## src/mlp_pkg.sv

```systemverilog
package mlp_pkg;

  localparam int SAMPLE_W     = 16;
  localparam int STEP_W       = 16;
  localparam int WEIGHT_W     = 32;
  localparam int MLP_CHANNELS = 4;
  localparam int MLP_ORDER    = 4;

  typedef enum logic [2:0] {
    ST_CLEAR,
    ST_IDLE,
    ST_ERR,
    ST_UPD,
    ST_SHIFT,
    ST_PRED,
    ST_OUT
  } state_t;

endpackage

```

## src/multichannel_lms_predictor_top.sv

```systemverilog
// multichannel lms one-step predictor
// in_*  : one item is a vector of CHANNELS signed q1.15 samples, channel 0 lowest
// out_* : one item per input item, the predicted next vector, q1.15 saturated
// cfg_* : step size (unsigned q0.16), written by the user only while the block is
// idle, which the block does not enforce; the block takes one item at a time;
// in_tready is high only when idle; one shared 34x17 multiplier does all the work
// under a small sequencer: the scaled errors channel by channel, the weight update
// pass, the history shift, the prediction pass and the load of the output register;
// the two passes go through the shared multiplier one weight a cycle; the result
// is in the output register in the same cycle that in_tready is high again, so no
// new item is taken before the result of the last is in the output register
// after reset the weight memory is cleared one entry a cycle, and all
// CHANNELS*CHANNELS*ORDER entries are cleared before the first item is accepted
// a finished result waits in the output register; if the receiver stalls the
// next item is still taken and worked on, and only its result waits for the
// output register to empty, with in_tready low until it does
module multichannel_lms_predictor_top
  import mlp_pkg::*;
#(
  parameter int CHANNELS = MLP_CHANNELS,
  parameter int ORDER    = MLP_ORDER
) (
  input  logic                         clk,
  input  logic                         rst_n,
  input  logic                         in_tvalid,
  output logic                         in_tready,
  input  logic [CHANNELS*SAMPLE_W-1:0] in_tdata,   // sample_0 .. sample_n, low bits up
  output logic                         out_tvalid,
  input  logic                         out_tready,
  output logic [CHANNELS*SAMPLE_W-1:0] out_tdata,  // predict_0 .. predict_n, low bits up
  input  logic                         cfg_valid,
  output logic                         cfg_ready,
  input  logic [STEP_W-1:0]            cfg_data    // step_size
);

  localparam int HIST_LEN = CHANNELS * ORDER;
  localparam int NUM_W    = CHANNELS * HIST_LEN;
  localparam int AW       = (NUM_W > 1) ? $clog2(NUM_W) : 1;
  localparam int CW       = (CHANNELS > 1) ? $clog2(CHANNELS) : 1;
  localparam int JW       = (HIST_LEN > 1) ? $clog2(HIST_LEN) : 1;
  localparam int CNT_W    = $clog2(NUM_W + 3);
  localparam int ACC_W    = 52 + JW;
  localparam logic signed [ACC_W-1:0] ACC_BIAS = ACC_W'(1) << 26;
  localparam logic signed [50:0]      INC_BIAS = 51'(1) << 18;

  state_t state_r, state_nxt;

  logic [CNT_W-1:0] cnt_r;
  logic [CW-1:0]    c_r;
  logic [JW-1:0]    j_r;

  logic [STEP_W-1:0]          step_r;
  logic signed [SAMPLE_W-1:0] x_r    [CHANNELS];
  logic signed [SAMPLE_W-1:0] pred_r [CHANNELS];
  logic signed [33:0]         err_r  [CHANNELS];
  logic signed [SAMPLE_W-1:0] hist_r [HIST_LEN];

  logic signed [WEIGHT_W-1:0] wmem [NUM_W];
  logic signed [WEIGHT_W-1:0] rd_data_r;

  logic                       v_s1_r, v_s2_r, v_s3_r;
  logic [CW-1:0]              c_s1_r, c_s2_r, c_s3_r;
  logic                       first_s1_r, first_s2_r;
  logic                       last_s1_r, last_s2_r, last_s3_r;
  logic [AW-1:0]              addr_s1_r, addr_s2_r, addr_s3_r;
  logic signed [SAMPLE_W-1:0] h_s1_r;
  logic signed [WEIGHT_W-1:0] w_s2_r, w_s3_r;
  logic signed [50:0]         prod_r;
  logic signed [31:0]         inc_r;
  logic signed [ACC_W-1:0]    acc_r;

  logic                         out_valid_r;
  logic [CHANNELS*SAMPLE_W-1:0] out_data_r;

  logic                   issue;
  logic                   pass_end;
  logic                   load_out;
  logic                   mem_we;
  logic [AW-1:0]          mem_waddr;
  logic [AW-1:0]          rd_addr;
  logic signed [WEIGHT_W-1:0] mem_wdata;
  logic [CW-1:0]          ins_sel;
  logic signed [16:0]     diff;
  logic signed [33:0]     mul_a;
  logic signed [16:0]     mul_b;
  logic signed [50:0]     mul_p;
  logic signed [50:0]     rnd;
  logic signed [32:0]     wsum;
  logic signed [WEIGHT_W-1:0] wsat;
  logic signed [ACC_W-1:0]    acc_base;
  logic                   pos_ovf, neg_ovf;
  logic signed [SAMPLE_W-1:0] psat;

  // next state
  always_comb begin
    state_nxt = state_r;
    case (state_r)
      ST_CLEAR: begin
        if (cnt_r == CNT_W'(NUM_W - 1)) state_nxt = ST_IDLE;
      end
      ST_IDLE: begin
        if (in_tvalid) state_nxt = ST_ERR;
      end
      ST_ERR: begin
        if (c_r == CW'(CHANNELS - 1)) state_nxt = ST_UPD;
      end
      ST_UPD: begin
        if (pass_end) state_nxt = ST_SHIFT;
      end
      ST_SHIFT: begin
        if (c_r == CW'(CHANNELS - 1)) state_nxt = ST_PRED;
      end
      ST_PRED: begin
        if (pass_end) state_nxt = ST_OUT;
      end
      ST_OUT: begin
        if (!out_valid_r || out_tready) state_nxt = ST_IDLE;
      end
      default: state_nxt = ST_CLEAR;
    endcase
  end

  // control outputs
  always_comb begin
    in_tready = 1'b0;
    issue     = 1'b0;
    load_out  = 1'b0;
    mem_we    = 1'b0;
    case (state_r)
      ST_CLEAR: mem_we = 1'b1;
      ST_IDLE:  in_tready = 1'b1;
      ST_UPD: begin
        issue  = (cnt_r < CNT_W'(NUM_W));
        mem_we = v_s3_r;
      end
      ST_PRED:  issue = (cnt_r < CNT_W'(NUM_W));
      ST_OUT:   load_out = !out_valid_r || out_tready;
      default: ;
    endcase
  end

  assign pass_end  = (cnt_r == CNT_W'(NUM_W + 2));
  assign rd_addr   = cnt_r[AW-1:0];
  assign mem_waddr = (state_r == ST_CLEAR) ? cnt_r[AW-1:0] : addr_s3_r;
  assign mem_wdata = (state_r == ST_CLEAR) ? '0 : wsat;
  assign ins_sel   = CW'(CHANNELS - 1) - c_r;
  assign cfg_ready = 1'b1;

  always_ff @(posedge clk) begin
    if (!rst_n) begin
      state_r <= ST_CLEAR;
    end else begin
      state_r <= state_nxt;
    end
  end

  // sequencer counters
  always_ff @(posedge clk) begin
    if (!rst_n) begin
      cnt_r <= '0;
      c_r   <= '0;
      j_r   <= '0;
    end else if (state_r != state_nxt) begin
      cnt_r <= '0;
      c_r   <= '0;
      j_r   <= '0;
    end else begin
      case (state_r)
        ST_CLEAR: cnt_r <= cnt_r + CNT_W'(1);
        ST_ERR, ST_SHIFT: c_r <= c_r + CW'(1);
        ST_UPD, ST_PRED: begin
          cnt_r <= cnt_r + CNT_W'(1);
          if (issue) begin
            if (j_r == JW'(HIST_LEN - 1)) begin
              j_r <= '0;
              c_r <= c_r + CW'(1);
            end else begin
              j_r <= j_r + JW'(1);
            end
          end
        end
        default: ;
      endcase
    end
  end

  always_ff @(posedge clk) begin
    if (!rst_n) begin
      step_r <= '0;
    end else if (cfg_valid) begin
      step_r <= cfg_data;
    end
  end

  always_ff @(posedge clk) begin
    if (in_tvalid && in_tready) begin
      for (int c = 0; c < CHANNELS; c++) begin
        x_r[c] <= in_tdata[c*SAMPLE_W +: SAMPLE_W];
      end
    end
  end

  // shared multiplier
  assign diff = {x_r[c_r][SAMPLE_W-1], x_r[c_r]} - {pred_r[c_r][SAMPLE_W-1], pred_r[c_r]};

  always_comb begin
    case (state_r)
      ST_ERR: begin
        mul_a = 34'(diff);
        mul_b = {1'b0, step_r};
      end
      ST_UPD: begin
        mul_a = err_r[c_s1_r];
        mul_b = 17'(h_s1_r);
      end
      default: begin
        mul_a = 34'(rd_data_r);
        mul_b = 17'(h_s1_r);
      end
    endcase
  end

  assign mul_p = 51'(mul_a) * 51'(mul_b);

  always_ff @(posedge clk) begin
    if (state_r == ST_ERR) begin
      err_r[c_r] <= mul_p[33:0];
    end
  end

  // history ring, head at entry 0
  always_ff @(posedge clk) begin
    if (!rst_n) begin
      for (int i = 0; i < HIST_LEN; i++) begin
        hist_r[i] <= '0;
      end
    end else if (state_r == ST_SHIFT) begin
      hist_r[0] <= x_r[ins_sel];
      for (int i = 1; i < HIST_LEN; i++) begin
        hist_r[i] <= hist_r[i-1];
      end
    end else if (issue) begin
      for (int i = 0; i < HIST_LEN - 1; i++) begin
        hist_r[i] <= hist_r[i+1];
      end
      hist_r[HIST_LEN-1] <= hist_r[0];
    end
  end

  // weight memory
  always_ff @(posedge clk) begin
    if (mem_we) begin
      wmem[mem_waddr] <= mem_wdata;
    end
    if (issue) begin
      rd_data_r <= wmem[rd_addr];
    end
  end

  // pipeline valids
  always_ff @(posedge clk) begin
    if (!rst_n) begin
      v_s1_r <= 1'b0;
      v_s2_r <= 1'b0;
      v_s3_r <= 1'b0;
    end else begin
      v_s1_r <= issue;
      v_s2_r <= v_s1_r;
      v_s3_r <= v_s2_r;
    end
  end

  assign rnd      = prod_r + INC_BIAS;
  assign acc_base = first_s2_r ? ACC_BIAS : acc_r;

  always_ff @(posedge clk) begin
    c_s1_r     <= c_r;
    first_s1_r <= (j_r == '0);
    last_s1_r  <= (j_r == JW'(HIST_LEN - 1));
    addr_s1_r  <= rd_addr;
    h_s1_r     <= hist_r[0];

    c_s2_r     <= c_s1_r;
    first_s2_r <= first_s1_r;
    last_s2_r  <= last_s1_r;
    addr_s2_r  <= addr_s1_r;
    w_s2_r     <= rd_data_r;
    prod_r     <= mul_p;

    c_s3_r     <= c_s2_r;
    last_s3_r  <= last_s2_r;
    addr_s3_r  <= addr_s2_r;
    w_s3_r     <= w_s2_r;
    inc_r      <= rnd[50:19];
    if (v_s2_r && state_r == ST_PRED) begin
      acc_r <= acc_base + {{(ACC_W-51){prod_r[50]}}, prod_r};
    end
  end

  // weight saturation
  assign wsum = {w_s3_r[WEIGHT_W-1], w_s3_r} + {inc_r[31], inc_r};

  always_comb begin
    if (wsum[32] != wsum[31]) begin
      wsat = wsum[32] ? {1'b1, {(WEIGHT_W-1){1'b0}}} : {1'b0, {(WEIGHT_W-1){1'b1}}};
    end else begin
      wsat = wsum[31:0];
    end
  end

  // prediction rounding and saturation
  assign pos_ovf = !acc_r[ACC_W-1] && (|acc_r[ACC_W-1:42]);
  assign neg_ovf = acc_r[ACC_W-1] && !(&acc_r[ACC_W-1:42]);

  always_comb begin
    if (pos_ovf) begin
      psat = {1'b0, {(SAMPLE_W-1){1'b1}}};
    end else if (neg_ovf) begin
      psat = {1'b1, {(SAMPLE_W-1){1'b0}}};
    end else begin
      psat = acc_r[42:27];
    end
  end

  always_ff @(posedge clk) begin
    if (!rst_n) begin
      for (int c = 0; c < CHANNELS; c++) begin
        pred_r[c] <= '0;
      end
    end else if (state_r == ST_PRED && v_s3_r && last_s3_r) begin
      pred_r[c_s3_r] <= psat;
    end
  end

  // output register
  always_ff @(posedge clk) begin
    if (!rst_n) begin
      out_valid_r <= 1'b0;
    end else if (load_out) begin
      out_valid_r <= 1'b1;
    end else if (out_tready) begin
      out_valid_r <= 1'b0;
    end
  end

  always_ff @(posedge clk) begin
    if (load_out) begin
      for (int c = 0; c < CHANNELS; c++) begin
        out_data_r[c*SAMPLE_W +: SAMPLE_W] <= pred_r[c];
      end
    end
  end

  assign out_tvalid = out_valid_r;
  assign out_tdata  = out_data_r;

endmodule
```

## config.mk

```make
export PLATFORM = sky130hd
export DESIGN_NAME = multichannel_lms_predictor_top
export DESIGN_NICKNAME = d
export VERILOG_FILES = /design/src/mlp_pkg.sv /design/src/multichannel_lms_predictor_top.sv
export SDC_FILE = /design/constraint.sdc
export NUM_CORES = 2
export LEC_CHECK = 0
export BUFFER_PORTS_ARGS = -buffer_cell sky130_fd_sc_hd__buf_2
export CAP_MARGIN = 20
export CELL_PAD_IN_SITES_DETAIL_PLACEMENT = 1
export CELL_PAD_IN_SITES_GLOBAL_PLACEMENT = 2
export CORE_MARGIN = 3
export CORE_UTILIZATION = 45
export CTS_BUF_LIST = sky130_fd_sc_hd__clkbuf_8
export DETAILED_ROUTE_END_ITERATION = 8
export GPL_ROUTABILITY_DRIVEN = 0
export GPL_TIMING_DRIVEN = 1
export PLACE_DENSITY = 0.72
export SYNTH_ARGS = -nofsm -noshare
export SYNTH_HDL_FRONTEND = slang
export SYNTH_SLANG_ARGS = --single-unit
export TNS_END_PERCENT = 20
```

## constraint.sdc

```tcl
create_clock -name clk -period 11.2 [get_ports clk]
set_input_delay 0.56 -clock clk [delete_from_list [all_inputs] [get_ports clk]]
set_output_delay 0.56 -clock clk [all_outputs]
set_load 0.02 [all_outputs]
```

# --- After elaboration in Yosys (flattened, before gate mapping) ---
# Memory sizes are Yosys's and may differ from the RTL's. A register that Yosys moved wholly into a read port is not among the register bits.
# Index checks and enable logic that the tools add are counted.
totals:
  wordCells: 194
  ramBits: 2568
  output_inout_bits: 67
  n_memories: 5
  in_bits: 85
  latch_bits: 0
  rom_bits: 0
  ff_bits: 284
mem_list:
  columns: ["name", "words", "word_bits", "read_ports", "rd_clocked_by_memory_dff", "wr", "line_no", "text"]
  rows:
  - ["wmem", 64, 32, 1, 1, 1, "multichannel_lms_predictor_top.sv:58", "logic signed [WEIGHT_W-1:0] wmem [NUM_W];"]
  - ["hist_r", 16, 16, 16, 0, 16, "multichannel_lms_predictor_top.sv:56", "logic signed [SAMPLE_W-1:0] hist_r [HIST_LEN];"]
  - ["err_r", 4, 34, 1, 1, 1, "multichannel_lms_predictor_top.sv:55", "logic signed [33:0] err_r [CHANNELS];"]
  - ["pred_r", 4, 16, 5, 5, 4, "multichannel_lms_predictor_top.sv:54", "logic signed [SAMPLE_W-1:0] pred_r [CHANNELS];"]
  - ["x_r", 4, 16, 2, 1, 4, "multichannel_lms_predictor_top.sv:53", "logic signed [SAMPLE_W-1:0] x_r [CHANNELS];"]
op_classes:
  multipliers: 1
  mux: 83
  n_div: 0
  n_bitwise: 33
  shift: 0
  order_cmp: 1
  n_reduce_logical: 23
  n_eq_ne: 14
  add_sub_neg: 8
op_table:
  columns: ["operator", "n"]
  rows:
  - ["$mux 16", 35]
  - ["$mux 32", 3]
  - ["$pmux 34 s2", 1]
  - ["$add 56x56->56", 1]
  - ["$mux 56", 1]
  - ["$add 51x20->51 const B", 1]
  - ["$mul 34x17->51", 1]
  - ["$add 32x32->33", 1]
  - ["$or 1x1->1", 32]
  - ["$mux 1", 23]
  - ["$mux 3", 7]
  - ["$pmux 3 s7", 1]
  - ["$mux 17", 1]
  - ["$sub 16x16->17", 1]
  - ["$reduce_or 16->1", 1]
  - ["$mux 2", 7]
  - ["$reduce_and 14->1", 1]
  - ["$reduce_or 14->1", 1]
  - ["$eq 3x3->1 const B", 3]
  - ["$add 7x1->7 const B", 1]
  - ["$eq 7x6->1 const B", 1]
  - ["$eq 7x7->1 const B", 1]
  - ["$lt 7x7->1 const B", 1]
  - ["$eq 3x2->1 const B", 2]
  - ["24 further kinds", 35]

# --- Longest topological paths before layout ---
logic_depth:
  depth_word: 8
  depth_mapped: 43
  ltp_nobuf: 37

# --- Worst setup path before layout ---
# Ideal clock, no wire load.
synth_path:
  path_kind: "reg2reg"
  startpoint: "reg (tool-made name)"
  endpoint: "reg prod_r[50]"
  required_ns: 11.082
  arrival_time_ns: 9.372
  setup_ns: 0.118
  path_stages_with_launch: 39
  n_path_buf: 6
  path_slack_ns: 1.710
  synth_period_minus_slack_ns: 9.490
  cell_sequence: "dfxtp_1 clkbuf_1 buf_1 mux4_2 ha_1 fa_1 nor2b_1 o21ai_1 a21boi_1 o21ai_1 a21oi_1 o211ai_1 a21oi_1 o31ai_2 buf_6 a21oi_2 buf_2 buf_4 [3 not listed] fa_1 fa_1 fa_1 inv_1 fa_1 inv_1 ha_1 clkbuf_1 a21o_1 a21o_1 a21oi_1 o21bai_1 a21oi_1 nor2b_1 o21ai_0 nand2b_1 o41a_1 xnor2_1"
synth_lines:
  columns: ["element", "line_no", "text"]
  rows:
  - ["to (signal assigned)", "multichannel_lms_predictor_top.sv:288", "prod_r <= mul_p;"]
  - ["to (decl)", "multichannel_lms_predictor_top.sv:68", "logic signed [50:0] prod_r;"]

==> metrics.csv <==
stage;metric;value;unit
synth;Synth area leaders;edfxtp_1, mux4_2, fa_1;
sta;Worst Tran Pin Value;1.26;ns
routing;initial drt markers;8002;
power_and_ir_drop;Total Power;27.4;mW
clock_network;Clock Tree Root;clkbuf_8;
critical_path;Worst Path Required;12.16;ns
grt;largest net degree at the start of global routing;156;
die;Ports;152;
synth;complex-gate fraction of the synthesized area;4.60;%
synth;largest family of logic cells by synthesized area;multiplexers;
worst_hold_path;hold path depth;4;
synth;EDFF count, synth;2720;
power_and_ir_drop;Comb pwr share;21.6;%
sta;Max Clock Skew;0.157;ns
synth;Mapped Area;0.137;mm²
clock_network;CTS Buffer Depth;4;
routing;via density per instance;5.87;
place;dpl cells;12100;
sta;RSZ-0062 raised after global routing;false;
routing;via count;76900;
die;Die X;557;µm
critical_path;Setup CP Type;reg -> reg;
sta;final setup fails;0;
run;Max Cap Viol;0;
synth;Adder-Cell Fraction of Synth Area;10.2;%
clock_network;total setup buffers inserted after CTS;0;
die;Die ar.;0.311;mm²
critical_path;arrival time of the worst setup path;11.51;ns
sta;min Tclk post-route;10.55;ns
synth;Synth Flop Type;edfxtp_1;
synth;Yosys Warn Count;0;
routing;antenna viol nets, final;0;
clock_network;clock latency on the worst-skew pair;1.18;ns
synth;sequential-to-total area share from yosys stat;63.1;%
synth;Post-Synth XOR/XNOR Area;1.11;%
power_and_ir_drop;Sw Pwr;8.41;mW
power_and_ir_drop;P_int;19.0;mW
synth;Yosys cell types;89;
grt;all-layer global routing usage;26.6;%
routing;# DRC;0;
synth;Syn Nets;9058;
place;dpl hpwl;268;mm
synth;asr flop ratio synth;0;%
power_and_ir_drop;clock network fraction of design power;31.4;%
clock_network;clock sink count;2950;
place;Port Buf Inserts;150;
grt;total gr overflow;0;
sta;Max Slew Vio Count;0;
critical_path;Reg2Reg Depth;32;
final_layout;Finished Cell Area;0.153;mm²
clock_network;CTS tree;done;
synth;top cell type's share of synthesized area;59.7;%
final_layout;Finished Layout Cells;13100;
routing;DR WL/cell;31.5;µm
synth;Syn Inst Count;8188;
worst_hold_path;worst hold path type;in -> reg;
critical_path;CP max stage cell;dfxtp_2;
final_layout;Final Net Count;9599;
grt;first-pass GRT wire length;594;mm
synth;Avg Inst Size Synth;16.7;µm²
synth;Yosys reg bits;2950;
sta;max_slew headroom;16.0;%
die;std cell rows;201;
grt;vias in the first global route;82200;
clock_network;H-tree levels;5;
power_and_ir_drop;Leakage;57.3;nW
final_layout;share of cells above drive strength 1;20.9;%
synth;post-synthesis mux area share;12.8;%
critical_path;startpoint types;flip-flop;
power_and_ir_drop;Flop pwr share;47.0;%
sta;Hold Fails Final Rpt;0;
critical_path;slowest stage delay, CP;0.63;ns
die;Core Area;0.301;mm²
synth;post-synthesis simple-gate area fraction;5.22;%
grt;initial antenna violation count;41;
final_layout;Layout area overhead;12.2;%
clock_network;CTS Buf Count;471;
sta;maximum clock rate;0.0948;GHz
critical_path;Crit. End Element;flip-flop;
sta;setup total negative slack;0;ns
power_and_ir_drop;Cell Pwr Density;178;mW/mm²
die;Initial Util;45.4;%
sta;final period utilization;94.2;%
worst_hold_path;min-delay src;in_tvalid;
run_status;status;complete, no violations;
routing;drt pass-1 iters;5;
place;Placed Area;0.144;mm²
power_and_ir_drop;Worst VDD drop;0.150;mV
routing;DRT Wirelength;412;mm
power_and_ir_drop;sw frac;30.7;%
synth;Yosys top cell by area;edfxtp_1;
clock_network;clk slew on worst S/H paths;0.06;ns
die;chip height;557;µm
critical_path;Critical Path Fanout Max;16;
## area by class of cell
class,count,area [µm²]
multi-input cells,4194,47500
inverters,654,2460
diodes,30,75.1
repair buffers,458,3440
clock inverters,378,2050
well taps,3958,4950
flip-flops and latches,2950,86300
fillers,28300,148000
clock buffers,484,6660
## worst max-delay path: cells and delay by family (launching register included)
family,cells,cell delay [ns]
simple gates,1,0.46
buf+inv,4,0.95
fa+ha+maj,8,3.77
flops,1,0.63
mux,2,0.70
compound gates,17,3.89
## path summary, 6_finish.rpt
kind,end,slack (ns)
setup reg to reg,prod_r[49]$_DFF_P_,0.65
hold reg to reg,addr_s3_r[3]$_DFF_P_,0.31
setup / recovery,prod_r[49]$_DFF_P_,0.65
hold / removal,state_r[1]$_SDFF_PN0_,0.19
## cells by family (layout without fill, tap and decap cells)
group / count (synthesis) / in the layout
buffers and inverters: 1044 / 1974
other: 1 / 31
muxes: 810 / 810
DFF: 2950 / 2950
and+or+nand+nor: 1556 / 1556
adders and majority gates: 785 / 785
AOI/OAI and AO/OA: 870 / 870
xor gates and xnor gates: 172 / 172
## timing repair
action | CTS | global route
hold buffers | 103 | 0
resized for setup | 0 | 2
setup endpoints to repair | 0 | 4
hold endpoints to repair | 86 | 0
## synth_stat cells, types with 5 or more instances
cell,number
edfxtp_1,2720
mux4_2,754
inv_1,652
fa_1,554
nand2_1,482
nor2_1,424
clkbuf_1,294
ha_1,231
dfxtp_1,230
a22o_1,162
a21oi_1,160
nand3_1,151
nor3_1,143
o21ai_0,111
xnor2_1,110
a21boi_0,103
nor2b_1,95
a21o_1,81
xor2_1,61
nand2b_1,58
buf_2,56
or3_1,52
and3_1,47
mux2i_1,41
and2_1,36
buf_1,30
o211ai_1,28
nand4_1,27
o21a_1,25
o21ai_1,24
o31ai_1,18
o22ai_1,16
mux2_2,15
o21bai_1,15
a211oi_1,14
a31oi_1,14
nand3b_1,11
or2_2,11
a21oi_2,8
o21ai_2,7
a21boi_2,5
nor3b_1,5
nor4_1,5
o31a_1,5
o41ai_1,5
## flip-flops by register name, summed over array words and instances (netlist names), 6 cells and up, named ones only
signal,flops
addr_s2_r,6
cnt_r,7
w_s3_r,32
addr_s1_r,6
hist_r,256
wmem,2048
x_r,64
pred_r,64
acc_r,56
inc_r,32
rd_data_r,32
err_r,136
w_s2_r,32
out_tdata,64
prod_r,51
addr_s3_r,6
step_r,16
h_s1_r,16
## power by group through the flow
stage	Combinational, mW	Clock, mW	Sequential [mW]
2_1_floorplan	3.92	0	12.9
3_3_place_gp	5.79	0	13.1
3_5_place_dp	5.87	0	13.1
4_1_cts	5.95	8.83	12.9
5_1_grt	6.51	9.31	12.9
6_report	5.91	8.60	12.9
## through the flow
step / utilization, % / worst slack (ns) / hold slack, ns
2_1_floorplan: - / 1.71 / 0.310
3_3_place_gp: 47.6 / 0.772 / 0.310
3_5_place_dp: 47.6 / 0.640 / 0.313
4_1_cts: 50.9 / 0.550 / 0.0619
5_1_grt: 50.9 / 0.0604 / 0.128
6_report: 50.9 / 0.650 / 0.192
## cell usage in the layout, fill, tap and decap left out, drive strengths merged, types with 11 or more instances in the layout
cell / n
a211oi: 17
a21boi: 116
a21o: 81
a21oi: 168
a22o: 162
a31oi: 17
and2: 36
and3: 47
buf: 355
clkbuf: 484
clkinv: 204
dfxtp: 230
diode: 30
dlygate4sd3: 103
edfxtp: 2720
fa: 554
ha: 231
inv: 819
mux2: 15
mux2i: 41
mux4: 754
nand2: 482
nand2b: 58
nand3: 151
nand3b: 11
nand4: 27
nor2: 424
nor2b: 95
nor3: 143
o211ai: 29
o21a: 25
o21ai: 143
o21bai: 15
o22ai: 18
o31ai: 24
or2: 11
or3: 52
xnor2: 111
xor2: 61
## layer usage
layer / GRT usage (%) / up-vias / share of wire (%)
met5: 0 / - / 0.033
li1: - / 32200 / -
met1: 35.8 / 41400 / 41
met2: 43.6 / 2661 / 49
met3: 4.00 / 644 / 6.1
met4: 10.6 / 22 / 4.3
Power figures use the tool's default switching activity.
